## src/hdl/kss_pkg.sv

```systemverilog
// ----------------------------------------------------------------------------
// kss_pkg
// Shared types and constants of the k-sorted stream sorter: item structs,
// heap geometry and the controller state codes.
// ----------------------------------------------------------------------------
package kss_pkg;

	// heap geometry
	localparam int HEAP_DEPTH = 32;
	localparam int ADDR_W     = $clog2(HEAP_DEPTH);
	localparam int CNT_W      = $clog2(HEAP_DEPTH + 1);
	localparam int WIN_W      = 5;
	localparam int DATA_W     = 32;

	// one input item
	typedef struct packed {
		logic signed [DATA_W-1:0] value;
		logic                     is_final;
	} in_item_t;

	// one result item
	typedef struct packed {
		logic signed [DATA_W-1:0] sorted_value;
		logic                     is_last;
	} out_item_t;

	// controller states
	typedef enum logic [6:0] {
		S_IDLE   = 7'b0000001,
		S_RD_TOP = 7'b0000010,
		S_EMIT   = 7'b0000100,
		S_DN_RD  = 7'b0001000,
		S_DN_CMP = 7'b0010000,
		S_UP_RD  = 7'b0100000,
		S_UP_CMP = 7'b1000000
	} state_t;

endpackage

```

## src/hdl/kss_ram.sv

```systemverilog
// ----------------------------------------------------------------------------
// kss_ram
// Generic RAM: one write port and two read ports, read data registered,
// held while no read is enabled.
// ----------------------------------------------------------------------------
module kss_ram #(
	parameter int DEPTH = 32,
	parameter int WIDTH = 32,
	localparam int AW   = $clog2(DEPTH)
) (
	input  logic             clk,
	input  logic             we,
	input  logic [AW-1:0]    waddr,
	input  logic [WIDTH-1:0] wdata,
	input  logic             re,
	input  logic [AW-1:0]    raddr_a,
	input  logic [AW-1:0]    raddr_b,
	output logic [WIDTH-1:0] rdata_a,
	output logic [WIDTH-1:0] rdata_b
);

	logic [WIDTH-1:0] mem [DEPTH];

	// write port
	always_ff @(posedge clk) begin
		if (we) begin
			mem[waddr] <= wdata;
		end
	end

	// registered read ports
	always_ff @(posedge clk) begin
		if (re) begin
			rdata_a <= mem[raddr_a];
			rdata_b <= mem[raddr_b];
		end
	end

endmodule

```

## src/hdl/kss_out_buf.sv

```systemverilog
// ----------------------------------------------------------------------------
// kss_out_buf
// Output register of the sorter: holds one result item until it is taken,
// so the controller can go on while the consumer stalls.
// ----------------------------------------------------------------------------
module kss_out_buf
	import kss_pkg::*;
(
	input  logic      clk,
	input  logic      arst_n,
	input  logic      push,
	input  out_item_t push_item,
	output logic      push_ok,
	output logic      out_valid,
	input  logic      out_ready,
	output out_item_t out_item
);

	logic      valid_q;
	out_item_t item_q;

	// slot is free when empty or being drained this cycle
	assign push_ok = !valid_q || out_ready;

	// valid flag
	always_ff @(posedge clk or negedge arst_n) begin
		if (!arst_n) begin
			valid_q <= 1'b0;
		end else if (push) begin
			valid_q <= 1'b1;
		end else if (out_ready) begin
			valid_q <= 1'b0;
		end
	end

	// payload
	always_ff @(posedge clk) begin
		if (push) begin
			item_q <= push_item;
		end
	end

	assign out_valid = valid_q;
	assign out_item  = item_q;

endmodule

```

## src/hdl/k_sorted_stream_sorter.sv

```systemverilog
// ----------------------------------------------------------------------------
// k_sorted_stream_sorter
// Sorts a nearly sorted stream with a min-heap of window_k+1 entries kept in
// a synchronous RAM; emits the minimum per item once full, flushes on final.
// ----------------------------------------------------------------------------
//
//  channel  | signals                          | handshake
//  ---------+----------------------------------+-------------------------
//  input    | in_valid, in_ready, in_item      | valid/ready
//  output   | out_valid, out_ready, out_item   | valid/ready, registered
//  config   | cfg_we, cfg_wdata (window_k)     | write strobe, no wait
//
//  While filling, the new value rises level by level; once full, the top is
//  emitted and the replacement sinks level by level.
//  Each level is one RAM read and one compare-and-write.
//  A final item then flushes the remaining entries in order.
//  Reset clears the count, window and controller; heap contents need none.
//  A stalled output holds the controller only when a new result is due.
//
module k_sorted_stream_sorter
	import kss_pkg::*;
(
	input  logic             clk,
	input  logic             arst_n,
	input  logic             in_valid,
	output logic             in_ready,
	input  in_item_t         in_item,
	output logic             out_valid,
	input  logic             out_ready,
	output out_item_t        out_item,
	input  logic             cfg_we,
	input  logic [WIN_W-1:0] cfg_wdata
);

	state_t              state_q;
	logic [CNT_W-1:0]    count_q;
	logic [WIN_W-1:0]    window_q;
	logic                fin_q;
	logic                flush_q;
	logic [ADDR_W-1:0]   i_q;
	logic [DATA_W-1:0]   x_q;

	logic                ram_we;
	logic [ADDR_W-1:0]   ram_waddr;
	logic [DATA_W-1:0]   ram_wdata;
	logic                ram_re;
	logic [ADDR_W-1:0]   ram_ra;
	logic [ADDR_W-1:0]   ram_rb;
	logic [DATA_W-1:0]   rd_a;
	logic [DATA_W-1:0]   rd_b;

	logic                push;
	logic                push_ok;
	out_item_t           push_item;

	logic                in_acc;
	logic [CNT_W-1:0]    cap;
	logic                at_full;
	logic [ADDR_W+1:0]   l_idx;
	logic [ADDR_W+1:0]   r_idx;
	logic [ADDR_W+1:0]   n_ext;
	logic                dn_leaf;
	logic                pick_r;
	logic [DATA_W-1:0]   m_val;
	logic [ADDR_W-1:0]   m_idx;
	logic                dn_move;
	logic                up_move;
	logic [ADDR_W-1:0]   i_dec;
	logic [ADDR_W-1:0]   p_idx;
	logic [ADDR_W-1:0]   last_idx;

	// heap storage
	kss_ram #(
		.DEPTH (HEAP_DEPTH),
		.WIDTH (DATA_W)
	) u_ram (
		.clk     (clk),
		.we      (ram_we),
		.waddr   (ram_waddr),
		.wdata   (ram_wdata),
		.re      (ram_re),
		.raddr_a (ram_ra),
		.raddr_b (ram_rb),
		.rdata_a (rd_a),
		.rdata_b (rd_b)
	);

	// result register
	kss_out_buf u_out (
		.clk       (clk),
		.arst_n    (arst_n),
		.push      (push),
		.push_item (push_item),
		.push_ok   (push_ok),
		.out_valid (out_valid),
		.out_ready (out_ready),
		.out_item  (out_item)
	);

	assign in_ready = (state_q == S_IDLE);
	assign in_acc   = in_valid && in_ready;

	// capacity and fullness
	assign cap     = CNT_W'({1'b0, window_q}) + CNT_W'(1);
	assign at_full = (count_q >= cap);

	// child and parent indices
	assign l_idx    = {1'b0, i_q, 1'b1};
	assign r_idx    = l_idx + (ADDR_W+2)'(1);
	assign n_ext    = (ADDR_W+2)'(count_q);
	assign dn_leaf  = (l_idx >= n_ext);
	assign i_dec    = i_q - ADDR_W'(1);
	assign p_idx    = {1'b0, i_dec[ADDR_W-1:1]};
	assign last_idx = ADDR_W'(count_q - CNT_W'(1));

	// smaller child and move decisions
	assign pick_r  = (r_idx < n_ext) && ($signed(rd_b) < $signed(rd_a));
	assign m_val   = pick_r ? rd_b : rd_a;
	assign m_idx   = pick_r ? r_idx[ADDR_W-1:0] : l_idx[ADDR_W-1:0];
	assign dn_move = $signed(m_val) < $signed(x_q);
	assign up_move = $signed(x_q) < $signed(rd_a);

	// result item from the heap top
	assign push               = (state_q == S_EMIT) && push_ok;
	assign push_item.sorted_value = rd_a;
	assign push_item.is_last  = flush_q && (count_q == CNT_W'(1));

	// ram port control
	always_comb begin
		ram_we    = 1'b0;
		ram_waddr = i_q;
		ram_wdata = x_q;
		ram_re    = 1'b0;
		ram_ra    = '0;
		ram_rb    = '0;
		case (state_q)
			S_RD_TOP: begin
				ram_re = 1'b1;
				ram_rb = last_idx;
			end
			S_DN_RD: begin
				if (dn_leaf) begin
					ram_we = 1'b1;
				end else begin
					ram_re = 1'b1;
					ram_ra = l_idx[ADDR_W-1:0];
					ram_rb = r_idx[ADDR_W-1:0];
				end
			end
			S_DN_CMP: begin
				ram_we = 1'b1;
				if (dn_move) begin
					ram_wdata = m_val;
				end
			end
			S_UP_RD: begin
				if (i_q == '0) begin
					ram_we = 1'b1;
				end else begin
					ram_re = 1'b1;
					ram_ra = p_idx;
				end
			end
			S_UP_CMP: begin
				ram_we = 1'b1;
				if (up_move) begin
					ram_wdata = rd_a;
				end
			end
			default: begin
			end
		endcase
	end

	// configuration register
	always_ff @(posedge clk or negedge arst_n) begin
		if (!arst_n) begin
			window_q <= '0;
		end else if (cfg_we) begin
			window_q <= cfg_wdata;
		end
	end

	// controller
	always_ff @(posedge clk or negedge arst_n) begin
		if (!arst_n) begin
			state_q <= S_IDLE;
			count_q <= '0;
			fin_q   <= 1'b0;
			flush_q <= 1'b0;
		end else begin
			case (state_q)
				S_IDLE: begin
					if (in_acc) begin
						fin_q <= in_item.is_final;
						if (at_full) begin
							state_q <= S_RD_TOP;
						end else begin
							count_q <= count_q + CNT_W'(1);
							state_q <= S_UP_RD;
						end
					end
				end
				S_RD_TOP: begin
					state_q <= S_EMIT;
				end
				S_EMIT: begin
					if (push_ok) begin
						if (flush_q) begin
							count_q <= count_q - CNT_W'(1);
							if (count_q == CNT_W'(1)) begin
								flush_q <= 1'b0;
								state_q <= S_IDLE;
							end else begin
								state_q <= S_DN_RD;
							end
						end else begin
							state_q <= S_DN_RD;
						end
					end
				end
				S_DN_RD: begin
					if (dn_leaf) begin
						if (fin_q || flush_q) begin
							flush_q <= 1'b1;
							state_q <= S_RD_TOP;
						end else begin
							state_q <= S_IDLE;
						end
					end else begin
						state_q <= S_DN_CMP;
					end
				end
				S_DN_CMP: begin
					if (dn_move) begin
						state_q <= S_DN_RD;
					end else if (fin_q || flush_q) begin
						flush_q <= 1'b1;
						state_q <= S_RD_TOP;
					end else begin
						state_q <= S_IDLE;
					end
				end
				S_UP_RD: begin
					if (i_q == '0) begin
						if (fin_q) begin
							flush_q <= 1'b1;
							state_q <= S_RD_TOP;
						end else begin
							state_q <= S_IDLE;
						end
					end else begin
						state_q <= S_UP_CMP;
					end
				end
				S_UP_CMP: begin
					if (up_move) begin
						state_q <= S_UP_RD;
					end else if (fin_q) begin
						flush_q <= 1'b1;
						state_q <= S_RD_TOP;
					end else begin
						state_q <= S_IDLE;
					end
				end
				default: begin
					state_q <= S_IDLE;
				end
			endcase
		end
	end

	// sift position and the value being placed
	always_ff @(posedge clk) begin
		case (state_q)
			S_IDLE: begin
				if (in_acc) begin
					x_q <= in_item.value;
					i_q <= count_q[ADDR_W-1:0];
				end
			end
			S_EMIT: begin
				if (push_ok) begin
					i_q <= '0;
					if (flush_q) begin
						x_q <= rd_b;
					end
				end
			end
			S_DN_CMP: begin
				if (dn_move) begin
					i_q <= m_idx;
				end
			end
			S_UP_CMP: begin
				if (up_move) begin
					i_q <= p_idx;
				end
			end
			default: begin
			end
		endcase
	end

	// count never exceeds the heap depth
	a_count_range: assert property (@(posedge clk) disable iff (!arst_n)
		count_q <= CNT_W'(HEAP_DEPTH))
		else $error("heap count above depth");

	// a result is only loaded into a free output slot
	a_push_free: assert property (@(posedge clk) disable iff (!arst_n)
		push |-> (!out_valid || out_ready))
		else $error("result pushed into a full output register");

	// back in idle, no flush is pending
	a_idle_no_flush: assert property (@(posedge clk) disable iff (!arst_n)
		(state_q == S_IDLE) |-> !flush_q)
		else $error("flush still pending in idle");

	// a final item leaves its flag for the flush
	a_final_flag: assert property (@(posedge clk) disable iff (!arst_n)
		(in_acc && in_item.is_final) |=> fin_q)
		else $error("final flag lost");

	// flush pop with a heap still holding entries never goes idle early
	a_flush_exit: assert property (@(posedge clk) disable iff (!arst_n)
		(push && flush_q && (count_q != CNT_W'(1))) |=> (state_q == S_DN_RD))
		else $error("flush left before heap emptied");

endmodule
```

## config.mk

```make
export PLATFORM = sky130hd
export DESIGN_NAME = k_sorted_stream_sorter
export DESIGN_NICKNAME = d
export VERILOG_FILES = /design/src/hdl/kss_pkg.sv /design/src/hdl/kss_ram.sv /design/src/hdl/kss_out_buf.sv /design/src/hdl/k_sorted_stream_sorter.sv
export SDC_FILE = /design/constraint.sdc
export NUM_CORES = 2
export LEC_CHECK = 0
export BUFFER_PORTS_ARGS = -buffer_cell sky130_fd_sc_hd__buf_4
export CAP_MARGIN = 25
export CORE_MARGIN = 8
export CORE_UTILIZATION = 64
export DETAILED_ROUTE_END_ITERATION = 7
export PLACE_DENSITY = 0.79
export RECOVER_POWER = 50
export SLEW_MARGIN = 20
export SYNTH_ARGS = -nofsm -noshare
export SYNTH_HDL_FRONTEND = slang
export SYNTH_HIERARCHICAL = 1
export SYNTH_SLANG_ARGS = --single-unit
```

## constraint.sdc

```tcl
create_clock -name clk -period 7.2 [get_ports clk]
set_input_delay 1.44 -clock clk [delete_from_list [all_inputs] [get_ports clk]]
set_output_delay 1.44 -clock clk [all_outputs]
set_load 0.02 [all_outputs]
```

==> impl_metrics.json <==
{
  "status": "finished with violations",
  "violations": "DRC, capacitance limit, slew limit",
  "core-area_um2": 90100,
  "root_buffer": "clkbuf_16",
  "grt_max_degree": 85,
  "grt_pass1_wl_mm": 263,
  "finalHoldViolCount": 0,
  "grtUsageTotal_pct": 35.3,
  "yosys.cell_types.count": 71,
  "relSlewSlack_pct": -192,
  "clk_pin_slew_worst_paths_ns": 0.06,
  "max_stage_delay_ns": 0.57,
  "rsz0062_at_grt": "no",
  "fillers": 6005,
  "finalMaxSlewViolations": 990,
  "overflow": 0,
  "p_per_area_nw_per_um2": 298,
  "path_cells": "ha_1, nand3_1, xnor2_1, ha_1, a211oi_1, nand3_1, a211o_1, nand2_2, o21ai_0, ha_1, a21o_1, a21o_1, a2111oi_2, o221a_2, o211ai_1, or2_2, o31ai_2, nor3_4, buf_4, a221o_1, buf_8",
  "crit_path_end_kind": "register",
  "area_growth_syn_to_layout_pct": 8.83,
  "synthTopCellsByArea": "edfxtp_1 (60%), mux2i_1 (18%), a22oi_1 (2.5%), ha_1 (2.5%), nand2_1 (2.3%)",
  "antenna_found_initial": 12,
  "yosysMostFrequentCell": "edfxtp_1",
  "cts_tree": "yes",
  "fmax_mhz": 145,
  "grt_pass1_vias": 39125,
  "yosysTopAreaCellShare_pct": 59.6,
  "ios": 78,
  "irDropWorstVdd_uv": 222,
  "htree_levels": 3,
  "multiInputGateArea_um2": 21300,
  "async_reset_ff_share_pct": 1.78,
  "cp-start-kind": "register",
  "post-place-cells": 5398,
  "hp-class": "register to register",
  "ys_seq_area_share_pct": 60.5,
  "port_buffers": 77,
  "finalSetupViolCount": 0,
  "path_class": "register to register",
  "clk_latency_ns": 0.71,
  "start_util_pct": 64.8,
  "synth_cells": 4306,
  "cts_buffer_depth": 3,
  "drv_cap": 62,
  "syn_nets": 4464,
  "detail_route.wl_per_cell_um": 33.0,
  "die_x_um": 318,
  "power_mw": 19.0,
  "wl_mm": 186,
  "synthesis.area_um2": 58400,
  "drtPass1Iterations": 8,
  "cp.arrival_ns": 7.31,
  "clock_skew_ns": 0.0299,
  "cp_common_cell": "ha_1",
  "num_vias": 40495,
  "viasPerCell": 7.20,
  "synth_edf_count": 1158,
  "p_leak_nw": 19.9,
  "yosysTopAreaCell": "edfxtp_1",
  "worstPathMaxFanout": 22,
  "hpwl_mm": 107,
  "synth_warnings": 6,
  "syn_avg_cell_area_um2": 13.6,
  "ant_nets": 0,
  "die_area_um2": 101000,
  "rows": 110,
  "tns_ns": 0,
  "clkSinkCount": 1179,
  "holdBufCountCts": 0,
  "tightest_slew_ns": 4.38,
  "fin_nets": 4512,
  "cp_slowest_cell": "edfxtp_1",
  "gp_congestion": 0.996,
  "critPathRequiredTime_ns": 7.63,
  "synth_commonest_cells": "edfxtp_1 (1158), mux2i_1 (1026), nand2_1 (362)",
  "die_y_um": 318,
  "ys_ff_latch": 1179,
  "drtIter0Drc": 6067,
  "synthFlopType": "edfxtp_1",
  "cts_buffers": 115,
  "final_layout_size_suffix_gt1_share_pct": 7.85,
  "fin_util_pct": 70.5,
  "drc": 2,
  "seqCellArea_um2": 35300,
  "fin_crit_ns": 6.87,
  "period_share_pct": 95.5,
  "stdcell_count": 5627
}
==> path summary, 6_finish.rpt <==
path	start	end	slack, ns	depth (start not counted)
max in group asynchronous	arst_n	state_q[3]	5.39	1
min	u_ram/rdata_a[9]	u_out/out_item[10]	0.47	0
min reg2reg	u_ram/rdata_a[9]	u_out/out_item[10]	0.47	0
max	i_q[0]	u_ram/mem[31][9]	0.33	21
min in group asynchronous	arst_n	count_q[1]	1.02	1
max reg2reg	i_q[0]	u_ram/mem[31][9]	0.33	21
==> registers in the layout, indices dropped and copies added, names as in the netlist <==
signal           flops
u_ram/rdata_a       32
count_q              6
i_q                  5
u_out/out_valid      1
u_ram/mem         1024
x_q                 32
u_ram/rdata_b       32
fin_q                1
state_q              7
window_q             5
u_out/out_item      33
flush_q              1
==> layout make-up <==
cell class              count  area share [%]
flip-flops and latches   1179            55.6
multi-input cells        2768            33.4
clock buffers             139            4.67
repair buffers            212            2.61
well taps                1176            2.32
clock inverters            71           0.918
inverters                  78           0.461
diodes                      4          0.0158
==> layout by cell type (no fill, tap or decap), types with 12 or more instances in the layout <==
cell type  synthesis  routed
ha_1             115     115
xnor2_1           18      18
a221o_2            0      20
inv_1             78      78
nor2b_1           37      33
clkinv_1           0      27
nand4_1           18      18
a31oi_1           66      66
clkbuf_16          0     115
nand3_1          207     207
clkinv_2           0      26
edfxtp_1        1158    1158
nor3_1            72      72
buf_12             0      26
a22oi_1          194     194
dfrtp_1           20      20
a21oi_1          226     226
mux2i_1         1026    1026
clkbuf_1          96     111
nand2_1          362     358
o21ai_0           56      55
nand3b_1          12      12
nor2_1            61      58
a21o_1            27      27
buf_4             47      84
a22o_1           128     128
==> report_power, final <==
group          switching, mW  total, mW  internal, mW
combinational           3.10       4.73          1.63
sequential             0.221       8.45          8.23
clock                   2.57       5.77          3.21
total                   5.89       19.0          13.1
==> cells by family after synthesis <==
logic type | count (synthesis) | share of synthesized area (%)
AO/OA/AOI/OAI | 776 | 9.09
XOR/XNOR | 21 | 0.315
adder cells (fa/ha/maj) | 115 | 2.46
buffers and inverters | 359 | 3.42
flip-flops | 1179 | 60.5
multiplexers | 1031 | 17.7
AND/OR/NAND/NOR | 825 | 6.55
==> per-layer routing <==
layer | GRT usage, % | share of wire (%) | wire [µm]
met1 | 45.7 | 35 | 65000
met2 | 52.9 | 43 | 80600
met3 | 11.4 | 15 | 28200
met4 | 19.5 | 6.6 | 12300
met5 | 0 | 0.019 | 35
==> per-stage QoR <==
step	area, µm²	hold slack, ns	worst slack (ns)
after detailed placement	60500	0.469	0.149
final	63500	0.470	0.325
after global placement	60300	0.462	0.346
after CTS	64100	0.471	0.0967
after floorplan	58400	0.450	1.33
after global routing	63500	0.497	0.00820
==> timing repair <==
item                       CTS  global route
setup buffers                0             0
setup endpoints to repair    0           520
gates resized for setup      0            16
==> critical path: cells and delay by family (launching register included) <==
family,cells,cell delay (ns)
flip-flops,1,0.57
AO/OA/AOI/OAI,10,3.26
adder cells (fa/ha/maj),3,0.94
AND/OR/NAND/NOR,5,1.17
buffers and inverters,2,0.50
XOR/XNOR,1,0.14
(Power assumes the default switching activity.)
